`src/rtl/tlb_pkg.sv`:
```
package tlb_pkg;

    // Default slot count; slot index and slot count widths
    localparam int MAX_ENTRIES_DEF = 16;
    localparam int SLOT_W          = 6;
    localparam int COUNT_W         = 7;

    typedef logic [SLOT_W-1:0]  slot_t;
    typedef logic [COUNT_W-1:0] count_t;

    // Operation codes
    localparam logic [1:0] OP_LOOKUP = 2'd0;
    localparam logic [1:0] OP_FILL   = 2'd1;
    localparam logic [1:0] OP_FLUSH  = 2'd2;

    // Configuration register indexes
    localparam logic [1:0] CFG_ENTRIES = 2'd0;
    localparam logic [1:0] CFG_REPLACE = 2'd1;
    localparam logic [1:0] CFG_PAGE    = 2'd2;

    // Register reset values
    localparam logic [4:0]  ENTRIES_RST = 5'd16;
    localparam logic [16:0] PAGE_RST    = 17'd4096;

    typedef struct packed {
        logic [1:0]  operation;
        logic [15:0] process_id;
        logic [31:0] logical_address;
        logic [19:0] walked_frame;
    } in_item_t;

    typedef struct packed {
        logic        hit;
        logic [31:0] page_number;
        logic [19:0] frame;
        logic [35:0] physical_address;
        logic        evicted;
    } out_item_t;

    // One stored translation, without its use stamp
    typedef struct packed {
        logic [15:0] process;
        logic [31:0] page;
        logic [19:0] frame;
        logic [31:0] insert_stamp;
    } entry_t;

    // Sequencer requests to the entry store
    typedef struct packed {
        logic        flush;
        logic        trim;
        count_t      trim_count;
        logic        rd_en;
        slot_t       rd_idx;
        logic        ent_we;
        slot_t       ent_idx;
        entry_t      ent_wdata;
        logic        use_we;
        slot_t       use_idx;
        logic [31:0] use_wdata;
    } store_ctl_t;

endpackage

```
`src/rtl/tlb_alu.sv`:
```
// Shared subtractor: divide steps and entry age, borrow in the top bit
module tlb_alu
(
    input  logic [31:0] a,
    input  logic [31:0] b,
    output logic [32:0] diff
);

    assign diff = {1'b0, a} - {1'b0, b};

endmodule

```
`src/rtl/tlb_store.sv`:
```
module tlb_store #(
    parameter int MAX_ENTRIES = tlb_pkg::MAX_ENTRIES_DEF
)
(
    input  logic                   clk,
    input  logic                   rst_n,
    input  tlb_pkg::store_ctl_t    ctl,
    output tlb_pkg::entry_t        ent_rdata,
    output logic [31:0]            use_rdata,
    output logic [MAX_ENTRIES-1:0] valid
);

    localparam int IDX_W = (MAX_ENTRIES > 1) ? $clog2(MAX_ENTRIES) : 1;

    tlb_pkg::entry_t        ent_mem [MAX_ENTRIES];
    logic [31:0]            use_mem [MAX_ENTRIES];
    tlb_pkg::entry_t        ent_rdata_reg;
    logic [31:0]            use_rdata_reg;
    logic [MAX_ENTRIES-1:0] valid_reg;
    logic [MAX_ENTRIES-1:0] valid_next;

    // Entry and stamp memories, registered read
    always_ff @(posedge clk)
    begin
        if (ctl.ent_we)
        begin
            ent_mem[ctl.ent_idx[IDX_W-1:0]] <= ctl.ent_wdata;
        end
        if (ctl.use_we)
        begin
            use_mem[ctl.use_idx[IDX_W-1:0]] <= ctl.use_wdata;
        end
        if (ctl.rd_en)
        begin
            ent_rdata_reg <= ent_mem[ctl.rd_idx[IDX_W-1:0]];
            use_rdata_reg <= use_mem[ctl.rd_idx[IDX_W-1:0]];
        end
    end

    // Valid bits: flush, trim above the usable count, set on fill
    always_comb
    begin
        valid_next = valid_reg;
        for (int i = 0; i < MAX_ENTRIES; i++)
        begin
            if (ctl.flush)
            begin
                valid_next[i] = 1'b0;
            end
            if (ctl.trim && (tlb_pkg::count_t'(i) >= ctl.trim_count))
            begin
                valid_next[i] = 1'b0;
            end
        end
        if (ctl.ent_we)
        begin
            valid_next[ctl.ent_idx[IDX_W-1:0]] = 1'b1;
        end
    end

    always_ff @(posedge clk or negedge rst_n)
    begin
        if (!rst_n)
        begin
            valid_reg <= '0;
        end
        else
        begin
            valid_reg <= valid_next;
        end
    end

    assign ent_rdata = ent_rdata_reg;
    assign use_rdata = use_rdata_reg;
    assign valid     = valid_reg;

endmodule

```
`src/rtl/tlb_lookup_fill_fifo_lru.sv`:
```
// Channel   Direction  Handshake             Item
// in        input      in_valid / in_stall    tlb_pkg::in_item_t
// out       output     out_valid / out_stall  tlb_pkg::out_item_t
// cfg       input      cfg_valid / cfg_ready  cfg_index, cfg_data
//
// Lookup and fill hold in_stall high through the divide, scan, update,
// multiply and result load states: 32 restoring divide steps and a scan of
// the n usable slots share one subtractor; the scan is skipped when n is zero.
// A lookup miss skips the multiply. Flush and the unused code go straight
// to the result load. The next item is taken while in_stall is low.
// Reset clears all valid bits at once; no clearing pass is needed.
// A result waits in the output register while out_stall is high; the next
// item is taken meanwhile and is held before its own result load.
module tlb_lookup_fill_fifo_lru #(
    parameter int MAX_ENTRIES = tlb_pkg::MAX_ENTRIES_DEF
)
(
    input  logic               clk,
    input  logic               rst_n,
    input  logic               in_valid,
    output logic               in_stall,
    input  tlb_pkg::in_item_t  in_data,
    output logic               out_valid,
    input  logic               out_stall,
    output tlb_pkg::out_item_t out_data,
    input  logic               cfg_valid,
    output logic               cfg_ready,
    input  logic [1:0]         cfg_index,
    input  logic [31:0]        cfg_data
);

    localparam int IDX_W = (MAX_ENTRIES > 1) ? $clog2(MAX_ENTRIES) : 1;

    localparam logic [2:0] S_IDLE = 3'd0;
    localparam logic [2:0] S_DIV  = 3'd1;
    localparam logic [2:0] S_SCAN = 3'd2;
    localparam logic [2:0] S_UPD  = 3'd3;
    localparam logic [2:0] S_MUL  = 3'd4;
    localparam logic [2:0] S_DONE = 3'd5;

    // Saturate an entry count to the slot count
    function automatic tlb_pkg::count_t clamp_count(input logic [4:0] value);
        if (32'(value) > 32'(MAX_ENTRIES))
        begin
            return tlb_pkg::count_t'(MAX_ENTRIES);
        end
        return tlb_pkg::count_t'(value);
    endfunction

    logic [2:0]          state_reg, state_next;
    tlb_pkg::in_item_t   item_reg, item_next;
    logic [4:0]          entries_reg, entries_next;
    logic                lru_reg, lru_next;
    logic [16:0]         page_reg, page_next;
    logic [31:0]         counter_reg, counter_next;
    logic [31:0]         quo_reg, quo_next;
    logic [16:0]         rem_reg, rem_next;
    logic [4:0]          bit_cnt_reg, bit_cnt_next;
    tlb_pkg::count_t     scan_cnt_reg, scan_cnt_next;
    logic [IDX_W-1:0]    rd_idx_reg, rd_idx_next;
    logic                rd_live_reg, rd_live_next;
    logic                found_match_reg, found_match_next;
    logic [IDX_W-1:0]    match_idx_reg, match_idx_next;
    logic [19:0]         match_frame_reg, match_frame_next;
    logic                found_free_reg, found_free_next;
    logic [IDX_W-1:0]    free_idx_reg, free_idx_next;
    logic [IDX_W-1:0]    best_idx_reg, best_idx_next;
    logic [31:0]         best_age_reg, best_age_next;
    tlb_pkg::out_item_t  res_reg, res_next;
    logic                out_valid_reg, out_valid_next;
    tlb_pkg::out_item_t  out_data_reg, out_data_next;

    tlb_pkg::store_ctl_t ctl;
    tlb_pkg::entry_t     ent_rd;
    logic [31:0]         use_rd;
    logic [MAX_ENTRIES-1:0] valid_vec;

    tlb_pkg::count_t     usable;
    logic [16:0]         ps_eff;
    logic [17:0]         shifted;
    logic [31:0]         stamp;
    logic [31:0]         alu_a, alu_b;
    logic [32:0]         alu_diff;
    logic [31:0]         cnt_inc;
    logic [36:0]         mul_full;
    logic [IDX_W-1:0]    fill_slot;

    tlb_store #(
        .MAX_ENTRIES (MAX_ENTRIES)
    ) u_store (
        .clk       (clk),
        .rst_n     (rst_n),
        .ctl       (ctl),
        .ent_rdata (ent_rd),
        .use_rdata (use_rd),
        .valid     (valid_vec)
    );

    // Shared subtractor: divide step or entry age against the advanced counter
    assign usable  = clamp_count(entries_reg);
    assign ps_eff  = (page_reg == 17'd0) ? 17'd1 : page_reg;
    assign shifted = {rem_reg, quo_reg[31]};
    assign stamp   = lru_reg ? use_rd : ent_rd.insert_stamp;
    assign alu_a   = (state_reg == S_DIV) ? 32'(shifted) : cnt_inc;
    assign alu_b   = (state_reg == S_DIV) ? 32'(ps_eff) : stamp;

    tlb_alu u_alu (
        .a    (alu_a),
        .b    (alu_b),
        .diff (alu_diff)
    );

    assign cnt_inc   = counter_reg + 32'd1;
    assign mul_full  = 37'(res_reg.frame) * 37'(ps_eff);
    assign fill_slot = found_match_reg ? match_idx_reg :
                       (found_free_reg ? free_idx_reg : best_idx_reg);

    // Sequencer
    always_comb
    begin
        state_next       = state_reg;
        item_next        = item_reg;
        entries_next     = entries_reg;
        lru_next         = lru_reg;
        page_next        = page_reg;
        counter_next     = counter_reg;
        quo_next         = quo_reg;
        rem_next         = rem_reg;
        bit_cnt_next     = bit_cnt_reg;
        scan_cnt_next    = scan_cnt_reg;
        rd_idx_next      = rd_idx_reg;
        rd_live_next     = rd_live_reg;
        found_match_next = found_match_reg;
        match_idx_next   = match_idx_reg;
        match_frame_next = match_frame_reg;
        found_free_next  = found_free_reg;
        free_idx_next    = free_idx_reg;
        best_idx_next    = best_idx_reg;
        best_age_next    = best_age_reg;
        res_next         = res_reg;
        out_valid_next   = out_valid_reg;
        out_data_next    = out_data_reg;
        ctl              = '0;

        // Configuration writes
        if (cfg_valid && cfg_ready)
        begin
            unique case (cfg_index)
                tlb_pkg::CFG_ENTRIES:
                begin
                    entries_next   = cfg_data[4:0];
                    ctl.trim       = 1'b1;
                    ctl.trim_count = clamp_count(cfg_data[4:0]);
                end
                tlb_pkg::CFG_REPLACE:
                begin
                    lru_next = cfg_data[0];
                end
                tlb_pkg::CFG_PAGE:
                begin
                    page_next = cfg_data[16:0];
                end
                default:
                begin
                end
            endcase
        end

        // Result taken downstream
        if (out_valid_reg && !out_stall)
        begin
            out_valid_next = 1'b0;
        end

        unique case (state_reg)
            S_IDLE:
            begin
                if (in_valid)
                begin
                    item_next = in_data;
                    unique case (in_data.operation)
                        tlb_pkg::OP_LOOKUP, tlb_pkg::OP_FILL:
                        begin
                            quo_next     = in_data.logical_address;
                            rem_next     = '0;
                            bit_cnt_next = '0;
                            state_next   = S_DIV;
                        end
                        tlb_pkg::OP_FLUSH:
                        begin
                            ctl.flush  = 1'b1;
                            res_next   = '0;
                            state_next = S_DONE;
                        end
                        default:
                        begin
                            res_next   = '0;
                            state_next = S_DONE;
                        end
                    endcase
                end
            end

            // One quotient bit per cycle
            S_DIV:
            begin
                if (!alu_diff[32])
                begin
                    rem_next = alu_diff[16:0];
                    quo_next = {quo_reg[30:0], 1'b1};
                end
                else
                begin
                    rem_next = shifted[16:0];
                    quo_next = {quo_reg[30:0], 1'b0};
                end
                bit_cnt_next = bit_cnt_reg + 5'd1;
                if (bit_cnt_reg == 5'd31)
                begin
                    scan_cnt_next    = '0;
                    rd_live_next     = 1'b0;
                    found_match_next = 1'b0;
                    found_free_next  = 1'b0;
                    best_idx_next    = '0;
                    best_age_next    = '0;
                    state_next       = (usable == '0) ? S_UPD : S_SCAN;
                end
            end

            // Read one slot per cycle, judge the slot read last cycle
            S_SCAN:
            begin
                if (rd_live_reg)
                begin
                    if (valid_vec[rd_idx_reg] && !found_match_reg &&
                        (ent_rd.process == item_reg.process_id) &&
                        (ent_rd.page == quo_reg))
                    begin
                        found_match_next = 1'b1;
                        match_idx_next   = rd_idx_reg;
                        match_frame_next = ent_rd.frame;
                    end
                    if (!valid_vec[rd_idx_reg] && !found_free_reg)
                    begin
                        found_free_next = 1'b1;
                        free_idx_next   = rd_idx_reg;
                    end
                    if ((rd_idx_reg == '0) || (alu_diff[31:0] > best_age_reg))
                    begin
                        best_idx_next = rd_idx_reg;
                        best_age_next = alu_diff[31:0];
                    end
                end
                if (scan_cnt_reg < usable)
                begin
                    ctl.rd_en     = 1'b1;
                    ctl.rd_idx    = tlb_pkg::slot_t'(scan_cnt_reg[IDX_W-1:0]);
                    rd_idx_next   = scan_cnt_reg[IDX_W-1:0];
                    rd_live_next  = 1'b1;
                    scan_cnt_next = scan_cnt_reg + tlb_pkg::count_t'(1);
                end
                else
                begin
                    rd_live_next = 1'b0;
                    state_next   = S_UPD;
                end
            end

            // Apply the hit or the fill
            S_UPD:
            begin
                res_next             = '0;
                res_next.page_number = quo_reg;
                if (item_reg.operation == tlb_pkg::OP_LOOKUP)
                begin
                    if (found_match_reg)
                    begin
                        counter_next   = cnt_inc;
                        ctl.use_we     = 1'b1;
                        ctl.use_idx    = tlb_pkg::slot_t'(match_idx_reg);
                        ctl.use_wdata  = cnt_inc;
                        res_next.hit   = 1'b1;
                        res_next.frame = match_frame_reg;
                        state_next     = S_MUL;
                    end
                    else
                    begin
                        state_next = S_DONE;
                    end
                end
                else
                begin
                    res_next.frame = item_reg.walked_frame;
                    if (usable != '0)
                    begin
                        counter_next                = cnt_inc;
                        ctl.ent_we                  = 1'b1;
                        ctl.ent_idx                 = tlb_pkg::slot_t'(fill_slot);
                        ctl.ent_wdata.process       = item_reg.process_id;
                        ctl.ent_wdata.page          = quo_reg;
                        ctl.ent_wdata.frame         = item_reg.walked_frame;
                        ctl.ent_wdata.insert_stamp  = cnt_inc;
                        ctl.use_we                  = 1'b1;
                        ctl.use_idx                 = tlb_pkg::slot_t'(fill_slot);
                        ctl.use_wdata               = cnt_inc;
                        res_next.evicted            = !found_match_reg && !found_free_reg;
                    end
                    state_next = S_MUL;
                end
            end

            // Frame times page size plus offset, wrapped to 36 bits
            S_MUL:
            begin
                res_next.physical_address = mul_full[35:0] + 36'(rem_reg);
                state_next                = S_DONE;
            end

            S_DONE:
            begin
                if (!out_valid_reg || !out_stall)
                begin
                    out_data_next  = res_reg;
                    out_valid_next = 1'b1;
                    state_next     = S_IDLE;
                end
            end

            default:
            begin
                state_next = S_IDLE;
            end
        endcase
    end

    // Control state
    always_ff @(posedge clk or negedge rst_n)
    begin
        if (!rst_n)
        begin
            state_reg     <= S_IDLE;
            entries_reg   <= tlb_pkg::ENTRIES_RST;
            lru_reg       <= 1'b0;
            page_reg      <= tlb_pkg::PAGE_RST;
            counter_reg   <= '0;
            rd_live_reg   <= 1'b0;
            out_valid_reg <= 1'b0;
        end
        else
        begin
            state_reg     <= state_next;
            entries_reg   <= entries_next;
            lru_reg       <= lru_next;
            page_reg      <= page_next;
            counter_reg   <= counter_next;
            rd_live_reg   <= rd_live_next;
            out_valid_reg <= out_valid_next;
        end
    end

    // Payload and working registers
    always_ff @(posedge clk)
    begin
        item_reg        <= item_next;
        quo_reg         <= quo_next;
        rem_reg         <= rem_next;
        bit_cnt_reg     <= bit_cnt_next;
        scan_cnt_reg    <= scan_cnt_next;
        rd_idx_reg      <= rd_idx_next;
        found_match_reg <= found_match_next;
        match_idx_reg   <= match_idx_next;
        match_frame_reg <= match_frame_next;
        found_free_reg  <= found_free_next;
        free_idx_reg    <= free_idx_next;
        best_idx_reg    <= best_idx_next;
        best_age_reg    <= best_age_next;
        res_reg         <= res_next;
        out_data_reg    <= out_data_next;
    end

    assign in_stall  = (state_reg != S_IDLE);
    assign cfg_ready = (state_reg == S_IDLE);
    assign out_valid = out_valid_reg;
    assign out_data  = out_data_reg;

endmodule

```
`config.mk`:
```
export PLATFORM = sky130hd
export DESIGN_NAME = tlb_lookup_fill_fifo_lru
export DESIGN_NICKNAME = d
export VERILOG_FILES = /design/src/rtl/tlb_pkg.sv /design/src/rtl/tlb_alu.sv /design/src/rtl/tlb_store.sv /design/src/rtl/tlb_lookup_fill_fifo_lru.sv
export SDC_FILE = /design/constraint.sdc
export NUM_CORES = 2
export LEC_CHECK = 0
export BUFFER_PORTS_ARGS = -buffer_cell sky130_fd_sc_hd__buf_2
export CAP_MARGIN = 40
export CORE_MARGIN = 5
export CORE_UTILIZATION = 50
export CTS_BUF_LIST = sky130_fd_sc_hd__clkbuf_4 sky130_fd_sc_hd__clkbuf_8
export DETAILED_ROUTE_END_ITERATION = 12
export GPL_TIMING_DRIVEN = 1
export PLACE_DENSITY = 0.67
export SYNTH_ARGS = -nofsm -noshare
export SYNTH_HDL_FRONTEND = slang
export SYNTH_SLANG_ARGS = --single-unit
```
`constraint.sdc`:
```
create_clock -name clk -period 28.3 [get_ports clk]
set_clock_uncertainty 0.1 [all_clocks]
set_input_delay 1.415 -clock clk [delete_from_list [all_inputs] [get_ports clk]]
set_output_delay 1.415 -clock clk [all_outputs]
set_load 0.02 [all_outputs]
```
Word level (Yosys, flattened, before mapping)
Memory sizes are Yosys's and may differ from the RTL's. A register that Yosys moved wholly into a read port is not among the register bits.
Cells that the tools add are included.
{ "op_classes": {"add_sub_neg": 5, "mul": 1, "order_cmp": 23, "eq_ne": 24, "mux": 124, "bitwise_logic": 1, "n_reduce_logical": 64} }
{ "ops": {"columns": ["op", "count"], "rows": [
  ["$mux 32", 11],
  ["$mux 146", 2],
  ["$mux 90", 2],
  ["$pmux 32 s2", 2],
  ["$pmux 36 s3", 1],
  ["$mux 107", 1],
  ["$pmux 53 s2", 1],
  ["$mux 39", 2],
  ["$mux 17", 4],
  ["$mux 1", 61],
  ["$ge 4x7->1 const A", 8],
  ["$mux 7", 8],
  ["$mux 20", 2],
  ["$add 36x17->36", 1],
  ["$mul 20x17->36", 1],
  ["$pmux 17 s2", 1],
  ["$sub 32x32->33", 1],
  ["$add 32x1->32 const B", 1],
  ["$eq 32x32->1", 1],
  ["$gt 32x32->1", 1],
  ["$ge 3x7->1 const A", 4],
  ["$logic_and 1x1->1", 24],
  ["$reduce_and 3->1", 7],
  ["$mux 4", 5],
  ["42 further kinds", 90]
]} }
{ "totals": {"ff_bits": 425, "ram_bits": 2112, "input_bits": 109, "wordCells": 277, "mem_count": 2} }
{ "mem_list": {"columns": ["name", "depth", "width", "rd", "rd_ports_with_merged_regs", "wr", "line_no", "rtl"], "rows": [
  ["u_store.ent_mem", 16, 100, 1, 1, 1, "tlb_store.sv:15", "tlb_pkg::entry_t ent_mem [MAX_ENTRIES];"],
  ["u_store.use_mem", 16, 32, 1, 1, 1, "tlb_store.sv:16", "logic [31:0] use_mem [MAX_ENTRIES];"]
]} }

Depth between registers and ports, before layout
{ "depth": {"word_depth": 13, "mapped_depth": 25, "mapped_depth_nobuf": 24} }

Cells and area by module
From an unflattened synthesis, not the netlist that was laid out.
{ "hier_totals": {"hier_cells": 6662, "area_unflattened_um2": 115943.7} }
{ "modules_own_cells": {"columns": ["mod", "instances", "cells_per_inst", "area_each_um2", "seq_area_each_um2"], "rows": [
  ["tlb_store", 1, 3563, 83905.5, 67785.0],
  ["tlb_lookup_fill_fifo_lru", 1, 2823, 30147.7, 11984.0],
  ["tlb_alu", 1, 276, 1890.6, 0.0]
]} }

Least setup slack after synthesis
No wires, ideal clock.
{ "synth_path": {"path_type": "reg-to-reg", "from": "reg entries_reg[0]", "to": "reg u_store.valid_reg[0] (netlist: u_store.valid[0])", "setup_ps": 118, "arrival_time_ps": 9156, "required_time_ps": 28082, "setup_slack_ps": 18926, "stages_incl_launch_ff": 7, "n_path_buf": 1, "period_less_slack_ps": 9374, "cell_sequence": "dfrtp_1 > or4_1 > o211ai_1 > clkbuf_1 > a21oi_1 > nor3_1 > o21bai_1"} }
{ "synth_via": {"elab_chain_len": 13, "elab_cells_between_ends": 14, "classes_between": "order compare: 3; mux: 8; bitwise: 1; reduce/logical: 2"} }
{ "synth_rtl": {"columns": ["item", "line_no", "rtl"], "rows": [
  ["start: declaration", "tlb_lookup_fill_fifo_lru.sv:52", "logic [4:0] entries_reg, entries_next;"],
  ["start signal: assignment", "tlb_lookup_fill_fifo_lru.sv:342", "entries_reg <= tlb_pkg::ENTRIES_RST;"],
  ["start signal: assignment", "tlb_lookup_fill_fifo_lru.sv:352", "entries_reg <= entries_next;"],
  ["$gt 5x5->1", "tlb_lookup_fill_fifo_lru.sv:43", "if (32'(value) > 32'(MAX_ENTRIES))"],
  ["$mux 1", "tlb_lookup_fill_fifo_lru.sv:43", null],
  ["$mux 7 (*)", "tlb_lookup_fill_fifo_lru.sv:47", "return tlb_pkg::count_t'(value);"],
  ["$reduce_bool 7->1 (*)", "tlb_lookup_fill_fifo_lru.sv:294", "if (usable != '0)"],
  ["$mux 146 (*)", "tlb_lookup_fill_fifo_lru.sv:294", null],
  ["$mux 107 (*)", "tlb_lookup_fill_fifo_lru.sv:274", "if (item_reg.operation == tlb_pkg::OP_LOOKUP)"],
  ["$mux 146 (*)", "tlb_lookup_fill_fifo_lru.sv:175", "unique case (state_reg)"],
  ["$lt 4x5->1 (not written as such) or $ge 4x1->1 (tied branches)", "tlb_store.sv:57", "valid_next[ctl.ent_idx[IDX_W-1:0]] = 1'b1;"],
  ["$logic_and 1x1->1 (not written as such)", "tlb_store.sv:57", null],
  ["$mux 1 (not written as such)", "tlb_store.sv:57", null],
  ["$demux 1 s4", null, null],
  ["$or 16x16->16 (no line)", null, null],
  ["$mux 16 (*)", "tlb_store.sv:55", "if (ctl.ent_we)"],
  ["via u_store.valid_next[0]", "tlb_store.sv:20", "logic [MAX_ENTRIES-1:0] valid_next;"],
  ["end signal: assignment", "tlb_store.sv:69", "valid_reg <= valid_next;"],
  ["end: declaration", "tlb_store.sv:19", "logic [MAX_ENTRIES-1:0] valid_reg;"]
]} }
Mark *: on every way through the listed nets, which the timed path passes. The rest lies on a longest branch.
A chain may end at the register's enable or synchronous reset.

Worst setup path after layout
{ "layout_path": {"from": "reg state_reg[0]", "to": "reg best_age_reg[18], enable pin"} }
{ "layout_via": {"elab_chain_len": 7, "elab_cells_between_ends": 12, "classes_between": "add/sub: 1; order compare: 1; eq/ne: 5; mux: 2; reduce/logical: 3"} }
{ "layout_rtl": {"columns": ["item", "line_no", "rtl"], "rows": [
  ["start: declaration", "tlb_lookup_fill_fifo_lru.sv:50", "logic [2:0] state_reg, state_next;"],
  ["start signal: assignment", "tlb_lookup_fill_fifo_lru.sv:351", "state_reg <= state_next;"],
  ["$eq 3x1->1 (*)", "tlb_lookup_fill_fifo_lru.sv:104, tlb_lookup_fill_fifo_lru.sv:105", null],
  ["$mux 32, on equally long branches", "tlb_lookup_fill_fifo_lru.sv:104, tlb_lookup_fill_fifo_lru.sv:105", null],
  ["$sub 32x32->33 (*)", "tlb_alu.sv:9", "assign diff = {1'b0, a} - {1'b0, b};"],
  ["via alu_diff[21]", "tlb_lookup_fill_fifo_lru.sv:83", "logic [32:0] alu_diff;"],
  ["$gt 32x32->1 (*)", "tlb_lookup_fill_fifo_lru.sv:248", "if ((rd_idx_reg == '0) || (alu_diff[31:0] > best_age_reg))"],
  ["$logic_or 1x1->1 (*)", "tlb_lookup_fill_fifo_lru.sv:248", null],
  ["$ne 2x2->1 (no line) (*)", null, null],
  ["$reduce_and 4->1 (no line) (*)", null, null],
  ["end signal: assignment", "tlb_lookup_fill_fifo_lru.sv:376", "best_age_reg <= best_age_next;"],
  ["end: declaration", "tlb_lookup_fill_fifo_lru.sv:68", "logic [31:0] best_age_reg, best_age_next;"]
]} }
Marked as above.

==> flow_summary_export.csv <==
group,metric,value,unit
synth,synth_flop_cell,"edfxtp_1",
power_and_ir_drop,ir_worst_vdd,0.2545,mV
setup_path,cp_slowest_cell,"buf_4",
global_routing,antenna_found_initial,20,
finish,syn2layout_area_growth,12.15,%
setup_path,path_buf_inv,5,
sta,hold_slack,0.1463,ns
worst_hold_path,hp-class,"in -> async",
synth,syn_nets,8305,
finish,nNetsFinal,8726,
floorplanning,die_width,495.5,um
synth,yosysWarnings,0,
finish,final_util,56.26,%
synth,yosysSeqAreaShare,67.68,%
setup_path,path_class,"reg -> reg",
synth,syn_area_per_cell,15.25,um2
sta,totalNegativeSetupSlack,0,ns
clock_network,cts_resized,0,
sta,setup_viol_count_final,0,
floorplanning,io_pins,202,
clock_network,hold_buffers,0,
synth,synth-seq-cells,2669,
global_routing,overflow,0,
clock_network,path_clk_slew,0.06,ns
synth,netlist_area,0.1179,mm2
power_and_ir_drop,p_leak,46.68,nW
detailed_routing,num_vias,70970,
clock_network,clockBufferDepth,4,
clock_network,cts_buffers,430,
setup_path,reg2reg_slack,20.41,ns
clock_network,cts.htree.levels,5,
setup_path,rr_endpoint,"best_age_reg[18]",
placement,dp_hpwl,186300,um
detailed_routing,drt_iter0_drc,8103,
setup_path,required,28.85,ns
power_and_ir_drop,p_per_area,101.7,mW/mm2
synth,synth.distinct_cells,81,
global_routing,grt_pass1_vias,71280,
floorplanning,core_area,0.2350,mm2
clock_network,cts_setup_buffers,0,
setup_path,crit_start,"state_reg[0]",
setup_path,cpLargestDelayFamily,"compound AO/OA/AOI/OAI gates",
finish,multi_input_area,0.03526,mm2
sta,post-route-min-period,7.894,ns
setup_path,cp-start-kind,"flip-flop",
clock_network,root_buffer,"clkbuf_8",
synth,synthArstFlopShare,2.848,%
sta,drv_slew,0,
setup_path,crit_cells,23,
detailed_routing,drc_errors,0,
synth,synth_edf_count,2593,
synth,netlist_instances,7728,
floorplanning,die-area,0.2455,mm2
global_routing,grt_use_total,26.69,%
power_and_ir_drop,total_power,0.01345,W
clock_network,insertion_delay,1.13,ns
sta,rsz0062_at_grt,"no",
sta,fmax,126.7,MHz
setup_path,end_kind,"flip-flop",
global_routing,grt_pass1_wl,480500,um
outcome,status,"finished clean",
detailed_routing,wl_per_cell,28.46,um
finish,ff_latch_area,0.07977,mm2
setup_path,crit_chain,"inv_1 > nor3_2 > buf_4 > buf_4 > nor2_1 > a21oi_1 > ha_1 > o21a_1 > o31ai_1 > a211oi_1 > a211oi_1 > buf_4 > o21ai_0 > xor2_1 > ha_1 > nand2_1 > nor2_1 > o211ai_1 > a2111oi_0 > a2111oi_0 > nor2_1 > a2bb2oi_4 > buf_4",
detailed_routing,wl,330200,um
setup_path,rr_worst_depth,23,
setup_path,slowest_delay,0.74,ns
sta,period_share,27.89,%
placement,io_buffers,186,
placement,gp_congestion,0.9133,
sta,max_slew.worst_pin.slew,1.078,ns
sta,hold_violations,0,
setup_path,cp_common_cell,"buf_4",
floorplanning,die_h,495.5,um
detailed_routing,vias_per_cell,6.117,
finish,largest_register_ffs,1600,
detailed_routing,ant_nets,0,
setup_path,crit_fanout,52,
floorplanning,num_rows,178,
setup_path,arrival,8.44,ns
flow_run,cap_viol_max_count,0,
setup_path,rr_startpoint,"state_reg[0]",
sta,slew-limit-headroom,28.17,%
finish,num-fill-cells,18330,
floorplanning,initial_core_util,50.16,%
detailed_routing,firstDrtPassIters,6,
clock_network,cts_tree,"yes",
finish,drive_gt1_share,18.26,%
global_routing,grt_max_degree,118,
clock_network,cts_sinks,2669,
==> cell families after synthesis <==
| group | count (synthesis) | synth area share (%) |
|---|---|---|
| xor gates and xnor gates | 168 | 1.248 |
| muxes | 566 | 7.789 |
| AOI/OAI and AO/OA | 1119 | 6.333 |
| adders and majority gates | 468 | 6.790 |
| buffers and inverters | 839 | 2.762 |
| DFF | 2669 | 67.68 |
| and+or+nand+nor | 1899 | 7.401 |
==> report_power, final <==
group          internal, W  switching, W  total (W)
logic              0.00214       0.00354    0.00568
clock network      0.00168       0.00147    0.00315
registers          0.00447      0.000147    0.00462
total              0.00829       0.00516     0.0134
==> worst reg2reg max path: cells and delay by family (launching register included) <==
family,cells,cell delay [ns]
AOI/OAI and AO/OA,10,2.82
buffers and inverters,5,2.04
and+or+nand+nor,5,1.24
adders and majority gates,2,0.59
DFF,1,0.56
xor gates and xnor gates,1,0.16
==> synthesized netlist by cell type, types with 38 or more instances <==
cell type,count,area (um2)
mux2i_1,178,1782
a22o_1,56,490.5
nor3_1,39,195.2
a211oi_1,51,382.9
xnor2_1,71,621.9
xor2_1,97,849.6
nor2_1,337,1265
nand2_1,866,3251
o31ai_1,79,593.1
a21oi_1,308,1541
nand3_1,144,720.7
mux4_2,269,6058
buf_2,46,230.2
fa_1,286,5725
buf_1,71,266.5
a32o_1,89,890.9
ha_1,182,2277
dfrtp_1,74,1852
and3_1,59,369.1
mux2_2,119,1340
o22ai_1,81,506.7
nand4_1,40,250.2
a21o_1,46,345.3
inv_1,392,1471
o21ai_0,222,1111
o41ai_1,38,332.8
clkbuf_1,318,1194
nor2b_1,45,281.5
edfxtp_1,2593,77860
and2_1,300,1877
==> worst max path at each step <==
stage	to	slack, ns
global placement	best_age_reg[25]	20.17
finish	best_age_reg[18]	20.41
global route	best_age_reg[18]	20.07
detailed placement	best_age_reg[27]	20.46
floorplan	u_store.valid[0]	18.93
CTS	best_age_reg[18]	20.42
==> final cells by class <==
type | count | share of cell area, %
diodes | 8 | 0.01514
clock buffers | 572 | 5.321
clock inverters | 155 | 0.7118
inverters | 394 | 1.131
multi-input cells | 4220 | 26.67
flip-flops and latches | 2669 | 60.34
well taps | 3150 | 2.981
repair buffers | 434 | 2.825
==> cells in the final DEF (no fill, tap or decap), types with 179 or more instances in the layout <==
| cell | count |
|---|---|
| edfxtp_1 | 2593 |
| nand2_1 | 862 |
| clkbuf_8 | 438 |
| inv_1 | 390 |
| a21oi_1 | 307 |
| nor2_1 | 302 |
| and2_1 | 300 |
| fa_1 | 286 |
| mux4_2 | 269 |
| o21ai_0 | 221 |
| buf_2 | 187 |
| ha_1 | 182 |
| buf_4 | 179 |
==> routing by layer <==
| metal | GRT usage, % | wire length (um) | vias up |
|---|---|---|---|
| met4 | 9.238 | 11260 | 10 |
| li1 | - | - | 29750 |
| met3 | 5.052 | 33570 | 645 |
| met1 | 37.71 | 130900 | 36600 |
| met5 | 0 | 70 | - |
| met2 | 42.08 | 154400 | 3964 |
==> metrics by stage <==
stage	setup slack [ns]	instances	cell area, um2
after detailed placement	20.46	10850	124000
final	20.41	11600	132200
after CTS	20.42	11570	132000
after global routing	20.07	11600	132200
after global placement	20.17	10770	122700
after floorplan	18.93	7728	117900
Note: power is estimated with default switching activity, not from simulation.
